[config.mk]
export PLATFORM = sky130hd
export DESIGN_NAME = smta_ctrl
export DESIGN_NICKNAME = d
export VERILOG_FILES = /design/src/rtl/assert_macros.svh /design/src/rtl/smta_pkg.sv /design/src/rtl/smta_ctrl.sv
export SDC_FILE = /design/constraint.sdc
export NUM_CORES = 1
export LEC_CHECK = 0
export BUFFER_PORTS_ARGS = -buffer_cell sky130_fd_sc_hd__buf_2
export CORE_ASPECT_RATIO = 0.5
export CORE_MARGIN = 3
export CORE_UTILIZATION = 55
export CTS_CLUSTER_SIZE = 16
export DETAILED_ROUTE_END_ITERATION = 12
export HOLD_SLACK_MARGIN = 0.06
export PLACE_DENSITY = 0.79
export SLEW_MARGIN = 20
export SYNTH_ARGS = -nofsm -noshare
export SYNTH_HDL_FRONTEND = slang
export SYNTH_SLANG_ARGS = --single-unit
export TNS_END_PERCENT = 20
[constraint.sdc]
create_clock -name clk -period 5.6 [get_ports clk]
set_input_delay 0.28 -clock clk [delete_from_list [all_inputs] [get_ports clk]]
set_output_delay 0.28 -clock clk [all_outputs]
set_load 0.1 [all_outputs]
[src/rtl/assert_macros.svh]
// assertion helpers, clocked on clk and disabled while rst_n is low
`ifndef ASSERT_MACROS_SVH
`define ASSERT_MACROS_SVH

// same-cycle implication
`define ASSERT_IMPL(lbl, ante, cons) \
  lbl: assert property (@(posedge clk) disable iff (!rst_n) (ante) |-> (cons)) \
    else $error("same-cycle check failed");

// next-cycle implication
`define ASSERT_NEXT(lbl, ante, cons) \
  lbl: assert property (@(posedge clk) disable iff (!rst_n) (ante) |=> (cons)) \
    else $error("next-cycle check failed");

`endif

[src/rtl/smta_pkg.sv]
package smta_pkg;

  localparam int MAX_DIM_DEF = 16;
  localparam int CFG_IDX_W   = 3;

  // item kinds
  localparam logic [2:0] KIND_WR_A = 3'd0;
  localparam logic [2:0] KIND_WR_B = 3'd1;
  localparam logic [2:0] KIND_WR_C = 3'd2;
  localparam logic [2:0] KIND_RUN  = 3'd3;
  localparam logic [2:0] KIND_RD_C = 3'd4;

  // register indexes
  localparam logic [CFG_IDX_W-1:0] CFG_ROWS_A = 3'd0;
  localparam logic [CFG_IDX_W-1:0] CFG_ROWS_B = 3'd1;
  localparam logic [CFG_IDX_W-1:0] CFG_INNER  = 3'd2;
  localparam logic [CFG_IDX_W-1:0] CFG_SCALE  = 3'd3;
  localparam logic [CFG_IDX_W-1:0] CFG_ACCUM  = 3'd4;

  typedef struct packed {
    logic [2:0]         kind;
    logic [3:0]         row;
    logic [3:0]         col;
    logic signed [31:0] value;
  } in_item_t;

  typedef struct packed {
    logic signed [31:0] result_value;
    logic               saturated;
  } out_item_t;

  typedef enum logic [3:0] {
    ST_CLEAR,
    ST_IDLE,
    ST_MAC,
    ST_DRAIN,
    ST_MAG,
    ST_PLO,
    ST_PHI,
    ST_QSUM,
    ST_TERM,
    ST_WB
  } state_t;

  typedef struct packed {
    logic item_go;
    logic run_go;
    logic mac_issue;
    logic acc_clr;
    logic ld_mag;
    logic ld_plo;
    logic ld_phi;
    logic ld_q;
    logic ld_term;
    logic c_wb;
    logic clr_wr;
    logic finish;
  } cmd_t;

  typedef struct packed {
    logic pipe_busy;
  } status_t;

endpackage

[src/rtl/smta_ctrl.sv]
module smta_ctrl import smta_pkg::*; #(
  parameter  int MAX_DIM = MAX_DIM_DEF,
  localparam int IW      = $clog2(MAX_DIM),
  localparam int AW      = $clog2(MAX_DIM * MAX_DIM)
) (
  input  logic                 clk,
  input  logic                 rst_n,
  input  logic                 start,
  input  logic [2:0]           kind,
  input  logic                 cfg_wr,
  input  logic [CFG_IDX_W-1:0] cfg_index,
  input  logic [4:0]           cfg_dim,
  input  status_t              st,
  output logic                 busy,
  output cmd_t                 cmd,
  output logic [IW-1:0]        i_idx,
  output logic [IW-1:0]        j_idx,
  output logic [IW-1:0]        k_idx,
  output logic [AW-1:0]        clr_idx
);

  state_t        state_r, state_nxt;
  logic [4:0]    rows_a_r, rows_b_r, inner_r;
  logic [IW-1:0] i_r, i_nxt, j_r, j_nxt, k_r, k_nxt;
  logic [AW-1:0] clr_r, clr_nxt;
  logic [IW-1:0] i_lim, j_lim, k_lim;

  function automatic logic [IW-1:0] dim_lim(input logic [4:0] d);
    if (d == 5'd0) begin
      return '0;
    end else if (32'(d) > MAX_DIM) begin
      return IW'(MAX_DIM - 1);
    end else begin
      return IW'(d - 5'd1);
    end
  endfunction

  assign i_lim = dim_lim(rows_a_r);
  assign j_lim = dim_lim(rows_b_r);
  assign k_lim = dim_lim(inner_r);

  always_ff @(posedge clk) begin
    if (!rst_n) begin
      rows_a_r <= 5'd16;
      rows_b_r <= 5'd16;
      inner_r  <= 5'd16;
    end else if (cfg_wr) begin
      unique case (cfg_index)
        CFG_ROWS_A: rows_a_r <= cfg_dim;
        CFG_ROWS_B: rows_b_r <= cfg_dim;
        CFG_INNER:  inner_r  <= cfg_dim;
        default: ;
      endcase
    end
  end

  always_ff @(posedge clk) begin
    if (!rst_n) begin
      state_r <= ST_CLEAR;
      i_r     <= '0;
      j_r     <= '0;
      k_r     <= '0;
      clr_r   <= '0;
    end else begin
      state_r <= state_nxt;
      i_r     <= i_nxt;
      j_r     <= j_nxt;
      k_r     <= k_nxt;
      clr_r   <= clr_nxt;
    end
  end

  always_comb begin
    state_nxt = state_r;
    i_nxt     = i_r;
    j_nxt     = j_r;
    k_nxt     = k_r;
    clr_nxt   = clr_r;
    cmd       = '0;
    unique case (state_r)
      ST_CLEAR: begin
        cmd.clr_wr = 1'b1;
        clr_nxt    = clr_r + 1'b1;
        if (clr_r == AW'(MAX_DIM * MAX_DIM - 1)) begin
          state_nxt = ST_IDLE;
        end
      end
      ST_IDLE: begin
        cmd.item_go = start;
        if (start && kind == KIND_RUN) begin
          cmd.run_go = 1'b1;
          i_nxt      = '0;
          j_nxt      = '0;
          k_nxt      = '0;
          state_nxt  = ST_MAC;
        end
      end
      ST_MAC: begin
        cmd.mac_issue = 1'b1;
        cmd.acc_clr   = (k_r == '0);
        if (k_r == k_lim) begin
          k_nxt     = '0;
          state_nxt = ST_DRAIN;
        end else begin
          k_nxt = k_r + 1'b1;
        end
      end
      ST_DRAIN: begin
        if (!st.pipe_busy) begin
          state_nxt = ST_MAG;
        end
      end
      ST_MAG: begin
        cmd.ld_mag = 1'b1;
        state_nxt  = ST_PLO;
      end
      ST_PLO: begin
        cmd.ld_plo = 1'b1;
        state_nxt  = ST_PHI;
      end
      ST_PHI: begin
        cmd.ld_phi = 1'b1;
        state_nxt  = ST_QSUM;
      end
      ST_QSUM: begin
        cmd.ld_q  = 1'b1;
        state_nxt = ST_TERM;
      end
      ST_TERM: begin
        cmd.ld_term = 1'b1;
        state_nxt   = ST_WB;
      end
      ST_WB: begin
        cmd.c_wb  = 1'b1;
        state_nxt = ST_MAC;
        if (j_r == j_lim) begin
          j_nxt = '0;
          if (i_r == i_lim) begin
            cmd.finish = 1'b1;
            state_nxt  = ST_IDLE;
          end else begin
            i_nxt = i_r + 1'b1;
          end
        end else begin
          j_nxt = j_r + 1'b1;
        end
      end
      default: state_nxt = ST_IDLE;
    endcase
  end

  assign busy    = (state_r != ST_IDLE);
  assign i_idx   = i_r;
  assign j_idx   = j_r;
  assign k_idx   = k_r;
  assign clr_idx = clr_r;

endmodule

==> run metrics, run 1 <==
Post-DP HPWL 4480 um; worst endpoint data arrival time 3.08 ns; CP Max Fanout 5; commonest non-fill, non-tap cell in the layout buf_2; Post-synth EDFFs 0; # hold bufs at CTS 0; Fmax 297 MHz; sw frac 26.1%; initial DRC count 87; fraction of the yosys area taken by sequential cells 30.7%; Final Util 70.6%; Post-route DRC 0; Ant. Diodes 0; Pre-Repair DR Iteration Count 4; Slew headroom 37.6%; Synth-to-Final Area Change 15.5%; Syn Area/Cell 8.40 um^2; WL final 5880 um; Post-CTS Setup Bufs 0; CTS max path bufs 2; Logic pwr share 10.6%; RSZ-0062 raised after global routing false; top-level I/O count 49; Hold Vio Cnt, Final 0; Crit. End Element primary output; min cycle time layout 3.36 ns; Via-to-Cell Ratio 5.79; Die Span Y 54.1 um; Overall Global Routing Usage 23.7%; Core Box Area 4160 um^2; placed cell count 396; Initial Util 61.1%; skew final 0.00372 ns; Slew @ Worst Pin 0.929 ns; Cell Area, Synth 2550 um^2; remaining antenna violation count 0; first-pass GRT wire length 10100 um; Clock Latency Late Sink 0.30 ns; Die ar. 5530 um^2; critical path's largest stage delay 0.46 ns; NumNets Final 374; status completed; pwr dens 203 nW/um^2; Crit Path Category reg -> out; Ys Warns 0; leakage 1.22 nW; total global routing overflow 0; most frequent cells in the layout 48 x buf_2, 39 x dfxtp_1, 23 x nor2b_1, 23 x nor2_1, 18 x nand2_1; DP Area 2820 um^2; GP Congestion 0.801; ys async rst share 0%; CP cell instances inv_1 > ha_1 > nor3b_2 > maj3_1 > xnor2_1 > or3_4 > or3_4 > nor3_4 > buf_2; VDD IR-drop max 0.150 mV; predominant post-synthesis flop cell dfxtp_1; sequential power share 48.3%; clock transition at the registers of the reported paths 0.08 ns; Net Switching 0.000156 W; Worst setup SP type flop; count of input and output buffers 48; Clk pwr share 41.1%; vias in the first global route 2157; Final Cell Area 2940 um^2; Slew Limit Fails 0; antenna violations before repair 0; # clock sinks 39; largest net degree at the start of global routing 45; die width 102 um; min-delay worst type in -> reg; DR vias 2338; Final Setup Violations 0; routed length per instance 14.6 um; highest-delay cell along the critical path buf_2; final setup TNS 0 ns; layout cells sized above 1 22.9%; synth unique cells 65; CTS H-tree lvls 2; CTS tree built; CTS Buf Count 5; CP required 5.32 ns; Post-Syn Nets 328; r2r setup slk 3.01 ns; Cells after Synth 303; max_cap viols 0; Power Internal 0.000440 W; non-filler cells, final 404; cts repair resizes 0; cell mode on critical path or3_4; Root Buffer clkbuf_8; Yosys reg bits 39; Final Cycle Share 60.0%; FP Rows 16
## metal layers
layer | part of all wire, % | up-vias | GRT usage [%]
met5 | 0 | - | 0
met4 | 1.1 | 0 | 8.93
met3 | 6.7 | 9 | 5.30
met2 | 45 | 55 | 38.5
met1 | 48 | 1094 | 31.0
li1 | - | 1180 | -
## stage by stage
stage / setup WS (ns) / hold slack, ns / total power [W]
after global placement: 2.61 / 0.480 / 0.000354
after detailed placement: 2.55 / 0.490 / 0.000357
after global routing: 2.11 / 0.256 / 0.000620
after CTS: 2.22 / 0.240 / 0.000599
final: 2.24 / 0.246 / 0.000596
after floorplan: 0.220 / 0.418 / 0.000340
## critical path: cells and delay by family, from the launching register on
family | cells | cell delay, ns
buf+inv | 2 | 0.53
fa+ha+maj | 2 | 0.62
simple gates | 4 | 1.12
xor+xnor | 1 | 0.13
flops | 1 | 0.38
## logic make-up (layout without fill, tap and decap cells)
family | after synthesis | in the layout | synth area share [%]
buf+inv | 29 | 76 | 4.62
compound gates | 65 | 65 | 18.2
simple gates | 137 | 137 | 33.2
xor+xnor | 12 | 12 | 4.13
mux | 7 | 7 | 2.80
fa+ha+maj | 14 | 14 | 6.39
flops | 39 | 39 | 30.7
## worst paths after layout
check	start	end	cells past startpoint
min reg2reg	clr_idx[5]	clr_idx[5]	2
min	cfg_dim[4]	inner_r[4]	3
max reg2reg	rows_b_r[0]	i_idx[3]	9
max	rows_a_r[0]	cmd[0]	9
## sequential cells by signal, summed over array words and instances (netlist names)
register and flops:
j_idx 4, rows_a_r 5, state_r 4, k_idx 4, inner_r 5, clr_idx 8
i_idx 4, rows_b_r 5
## cell type report
cell class	instances	area, um^2
tap	54	67.6
clock inverter	3	46.3
multi-input combinational	235	1650
timing repair buffer	50	255
inverter	18	67.6
clock buffer	5	68.8
sequential	39	781
fill	355	1220
## cells in the mapped netlist (3+ instances only)
master / count / area share, %
nor3_1: 6 / 1.2
nor2b_1: 23 / 5.7
and3_1: 5 / 1.2
xor2_1: 3 / 1.0
or3_1: 3 / 0.74
ha_1: 9 / 4.4
o31ai_1: 3 / 0.88
nand2_1: 18 / 2.7
and2_1: 8 / 2.0
nand4_1: 4 / 0.98
a21boi_1: 3 / 0.88
clkbuf_1: 9 / 1.3
xnor2_1: 9 / 3.1
nor4b_1: 3 / 1.0
o21ai_0: 11 / 2.2
dfxtp_1: 39 / 31
o211ai_1: 6 / 1.8
mux2i_1: 6 / 2.4
inv_2: 4 / 0.59
nand3b_1: 4 / 1.2
nand2b_1: 4 / 0.98
nand3_1: 11 / 2.2
nor2_1: 23 / 3.4
nor4bb_1: 3 / 1.2
maj3_1: 5 / 2.0
inv_1: 14 / 2.1
a21oi_1: 15 / 2.9
o21ai_1: 3 / 0.59
## power groups by stage
stage,Sequential [W],Clock (W),Combinational [W]
2_1_floorplan,0.000306,0,0.0000336
3_3_place_gp,0.000294,0,0.0000601
3_5_place_dp,0.000294,0,0.0000623
4_1_cts,0.000288,0.000249,0.0000626
5_1_grt,0.000289,0.000262,0.0000688
6_report,0.000288,0.000245,0.0000630
Note: power is estimated with default switching activity, not from simulation.
==> run 2, diff against run 1 <==
--- a/config.mk
+++ b/config.mk
@@ -5,6 +5,7 @@
 export SDC_FILE = /design/constraint.sdc
 export NUM_CORES = 1
 export LEC_CHECK = 0
+export ABC_AREA = 1
 export BUFFER_PORTS_ARGS = -buffer_cell sky130_fd_sc_hd__buf_2
 export CORE_ASPECT_RATIO = 0.5
 export CORE_MARGIN = 3
@@ -12,7 +13,7 @@
 export CTS_CLUSTER_SIZE = 16
 export DETAILED_ROUTE_END_ITERATION = 12
 export HOLD_SLACK_MARGIN = 0.06
-export PLACE_DENSITY = 0.79
+export PLACE_DENSITY = 0.8
 export SLEW_MARGIN = 20
 export SYNTH_ARGS = -nofsm -noshare
 export SYNTH_HDL_FRONTEND = slang
==> constraint.sdc (replaced) <==
create_clock -name clk -period 3.5 [get_ports clk]
set_input_delay 0.175 -clock clk [delete_from_list [all_inputs] [get_ports clk]]
set_output_delay 0.175 -clock clk [all_outputs]
set_load 0.1 [all_outputs]
==> run metrics, run 2 <==
NumNets Final 432 (was 374); Post-CTS Setup Bufs 0 (unchanged); remaining antenna violation count 0 (unchanged); total global routing overflow 0 (unchanged); cell mode on critical path inv_1 (was or3_4); FP Rows 16 (unchanged); Compound-Gate Fraction of Synth Area 13.2% (was 18.2%); Die ar. 5280 um^2 (was 5530 um^2); final setup TNS 0 ns (unchanged); hold wc startpoint cfg_dim[4] (unchanged); Post-DP HPWL 4310 um (was 4480 um); Final Cell Area 2800 um^2 (was 2940 um^2); first-pass GRT wire length 9340 um (was 10100 um); highest-delay cell along the critical path buf_2 (unchanged); hold path endpoint rows_a_r[4] (was inner_r[4]); largest net degree at the start of global routing 27 (was 45); clock transition at the registers of the reported paths 0.08 ns (about the same); r2r setup slk 1.70 ns (was 3.01 ns); predominant post-synthesis flop cell dfxtp_1 (unchanged); Crit Path Category reg -> out (unchanged); Pre-Repair DR Iteration Count 5 (was 4); WL final 5490 um (was 5880 um); RSZ-0062 raised after global routing false (unchanged); Synth area leaders dfxtp_1 32%, nand2_1 11%, inv_1 7.8% (was dfxtp_1 31%, nor2b_1 5.7%, ha_1 4.4%); initial DRC count 106 (was 87); cts repair resizes 0 (unchanged); Hold Path Depth 3 (unchanged); Slew Limit Fails 0 (unchanged); count of input and output buffers 48 (unchanged); top-level I/O count 49 (unchanged); CTS max path bufs 2 (unchanged); Critical R2R Capture i_idx[1] (was i_idx[3]); Synth-to-Final Area Change 15.6% (was 15.5%); Syn Area/Cell 6.82 um^2 (was 8.40 um^2); synth unique cells 32 (was 65); fraction of the yosys area taken by sequential cells 32.3% (was 30.7%); pwr dens 499 nW/um^2 (was 203 nW/um^2); CTS tree built (unchanged); max_cap viols 0 (unchanged); Final Setup Violations 0 (unchanged); Fmax 412 MHz; most common library cells after synthesis 71 x nand2_1, 50 x inv_1, 39 x dfxtp_1, 34 x nor2_1, 33 x nand3_1 (was 39 x dfxtp_1, 23 x nor2_1, 23 x nor2b_1, 18 x nand2_1, 15 x a21oi_1); Hold Vio Cnt, Final 0 (unchanged); die width 99.8 um (was 102 um); Bufs and invs on worst path 4 (was 2); CP Max Fanout 5 (unchanged); most common cell in the netlist nand2_1 (was dfxtp_1); ys async rst share 0% (unchanged); critical path's largest stage delay 0.42 ns (was 0.46 ns); worst reg-to-reg path cell count 12 (was 9); # hold bufs at CTS 0 (unchanged); Cells after Synth 355 (was 303); most frequent cells in the layout 71 x nand2_1, 50 x inv_1, 48 x buf_2, 39 x dfxtp_1, 34 x nor2_1 (was 48 x buf_2, 39 x dfxtp_1, 23 x nor2b_1, 23 x nor2_1, 18 x nand2_1); Post-Syn Nets 380 (was 328); reg2reg start rows_a_r[0] (was rows_b_r[0]); Simple-Gate Fraction of Synth Area 36.6% (was 33.2%); VDD IR-drop max 0.651 mV (was 0.150 mV); Synth area leader dfxtp_1 (unchanged); layout cells sized above 1 22.8% (was 22.9%); CTS Buf Count 5 (unchanged); CTS H-tree lvls 2 (unchanged); Power, Total 0.00140 W (was 0.000596 W); Post-route DRC 0 (unchanged); Ant. Diodes 0 (unchanged); min-delay worst type in -> reg (unchanged); CP cell instances inv_1 > ha_1 > inv_1 > nand2_1 > nand3_1 > xnor2_1 > nand3_2 > nor2_4 > nand3_1 > inv_1 > buf_2 (was inv_1 > ha_1 > nor3b_2 > maj3_1 > xnor2_1 > or3_4 > or3_4 > nor3_4 > buf_2); vias in the first global route 2212 (was 2157); leakage 1.32 nW (was 1.22 nW); Crit. End Element primary output (unchanged); DP Area 2720 um^2 (was 2820 um^2); main combinational cell family by area after synthesis simple AND/OR/NAND/NOR gates (unchanged); skew final 0.00481 ns (was 0.00372 ns); antenna violations before repair 0 (unchanged); worst endpoint data arrival time 2.25 ns (was 3.08 ns); Post-synth EDFFs 0 (unchanged); Largest register FFs 8 (unchanged); Via-to-Cell Ratio 5.23 (was 5.79); Slew @ Worst Pin 0.590 ns (was 0.929 ns); Die Span Y 52.9 um (was 54.1 um); Slew headroom 60.6% (was 37.6%); routed length per instance 11.9 um (was 14.6 um); Ys Warns 0 (unchanged); Overall Global Routing Usage 21.7% (was 23.7%); CP required 3.32 ns (was 5.32 ns); commonest non-fill, non-tap cell in the layout nand2_1 (was buf_2); Synth Area in Adders 4.65% (was 6.39%); Yosys reg bits 39 (unchanged); multiplexer share of the synthesized area 0% (was 2.80%); GP Congestion 0.846 (was 0.801); status completed (unchanged); Core Box Area 4060 um^2 (was 4160 um^2); Final Cycle Share 69.3%; Root Buffer clkbuf_8 (unchanged); Clock Latency Late Sink 0.28 ns (was 0.30 ns); family with the most delay on the worst path buffers and inverters (was simple AND/OR/NAND/NOR gates); Cell Area, Synth 2420 um^2 (was 2550 um^2); Yosys top cell area share 32.3% (was 30.7%); min cycle time layout 2.43 ns; xor and xnor area share after synthesis 3.62% (was 4.13%); Worst setup SP type flop (unchanged); # clock sinks 39 (unchanged); DR vias 2416 (was 2338); Initial Util 59.5% (was 61.1%)
-- run 2: cell count changes after synthesis, sizes merged, moves of 8 or more --
cell    change
nand2      +61
nor2       +19
clkbuf      -8
and2        -9
nor2b      -23
inv        +41
a21oi      +11
nand3      +29
-- run 2: logic make-up after synthesis --
logic type	Yosys count
and+or+nand+nor	180
DFF	39
buffers and inverters	62
AOI/OAI and AO/OA	55
adders and majority gates	9
xor gates and xnor gates	10
-- run 2: tightest hold or removal path, cell delays in order --
cell,delay (ns)
buf_2,0.11
nand2_1,0.06
o211ai_1,0.07
-- run 2: metrics by stage --
step	setup slack (ns)	utilization, %	hold WS [ns]	cells
after floorplan	0.161	-	0.305	355
after global placement	1.47	66.8	0.457	454
after detailed placement	1.38	66.8	0.458	454
after CTS	1.05	68.8	0.162	462
after global routing	0.846	68.8	0.187	462
final	1.07	68.8	0.160	462
-- run 2: how the worst max path moves through the flow --
stage	from	to	slack, ns	depth (start not counted)
2_1_floorplan	k_idx[0]	cmd[8]	0.16	4
3_3_place_gp	rows_b_r[0]	cmd[0]	1.47	11
3_5_place_dp	rows_b_r[0]	cmd[0]	1.38	11
4_1_cts	rows_a_r[0]	cmd[0]	1.05	11
5_1_grt	rows_b_r[0]	cmd[0]	0.85	11
6_report	rows_a_r[0]	cmd[0]	1.07	11
-- run 2: power by group --
part	total (W)	leakage [nW]	switching, W	internal (W)
logic	0.000587	0.966	0.000467	0.000120
registers	0.000514	0.316	0.0000381	0.000476
clock network	0.000296	0.0422	0.000155	0.000140
total	0.00140	1.32	0.000661	0.000735
-- run 2: layout make-up --
type,instances,area (um^2)
clock buffers,7,76.3
clock inverters,1,5.00
fillers,356,1270
inverters,59,221
multi-input cells,254,1410
flip-flops and latches,39,781
well taps,54,67.6
repair buffers,48,240
-- run 2: per-layer routing --
metal / global-route usage, % / vias to the layer above / share of wire [%]
met3: 4.47 / 0 / 5.4
li1: - / 1256 / -
met2: 40.1 / 60 / 49
met5: 0 / - / 0
met4: 3.63 / 0 / 0
met1: 26.7 / 1100 / 46
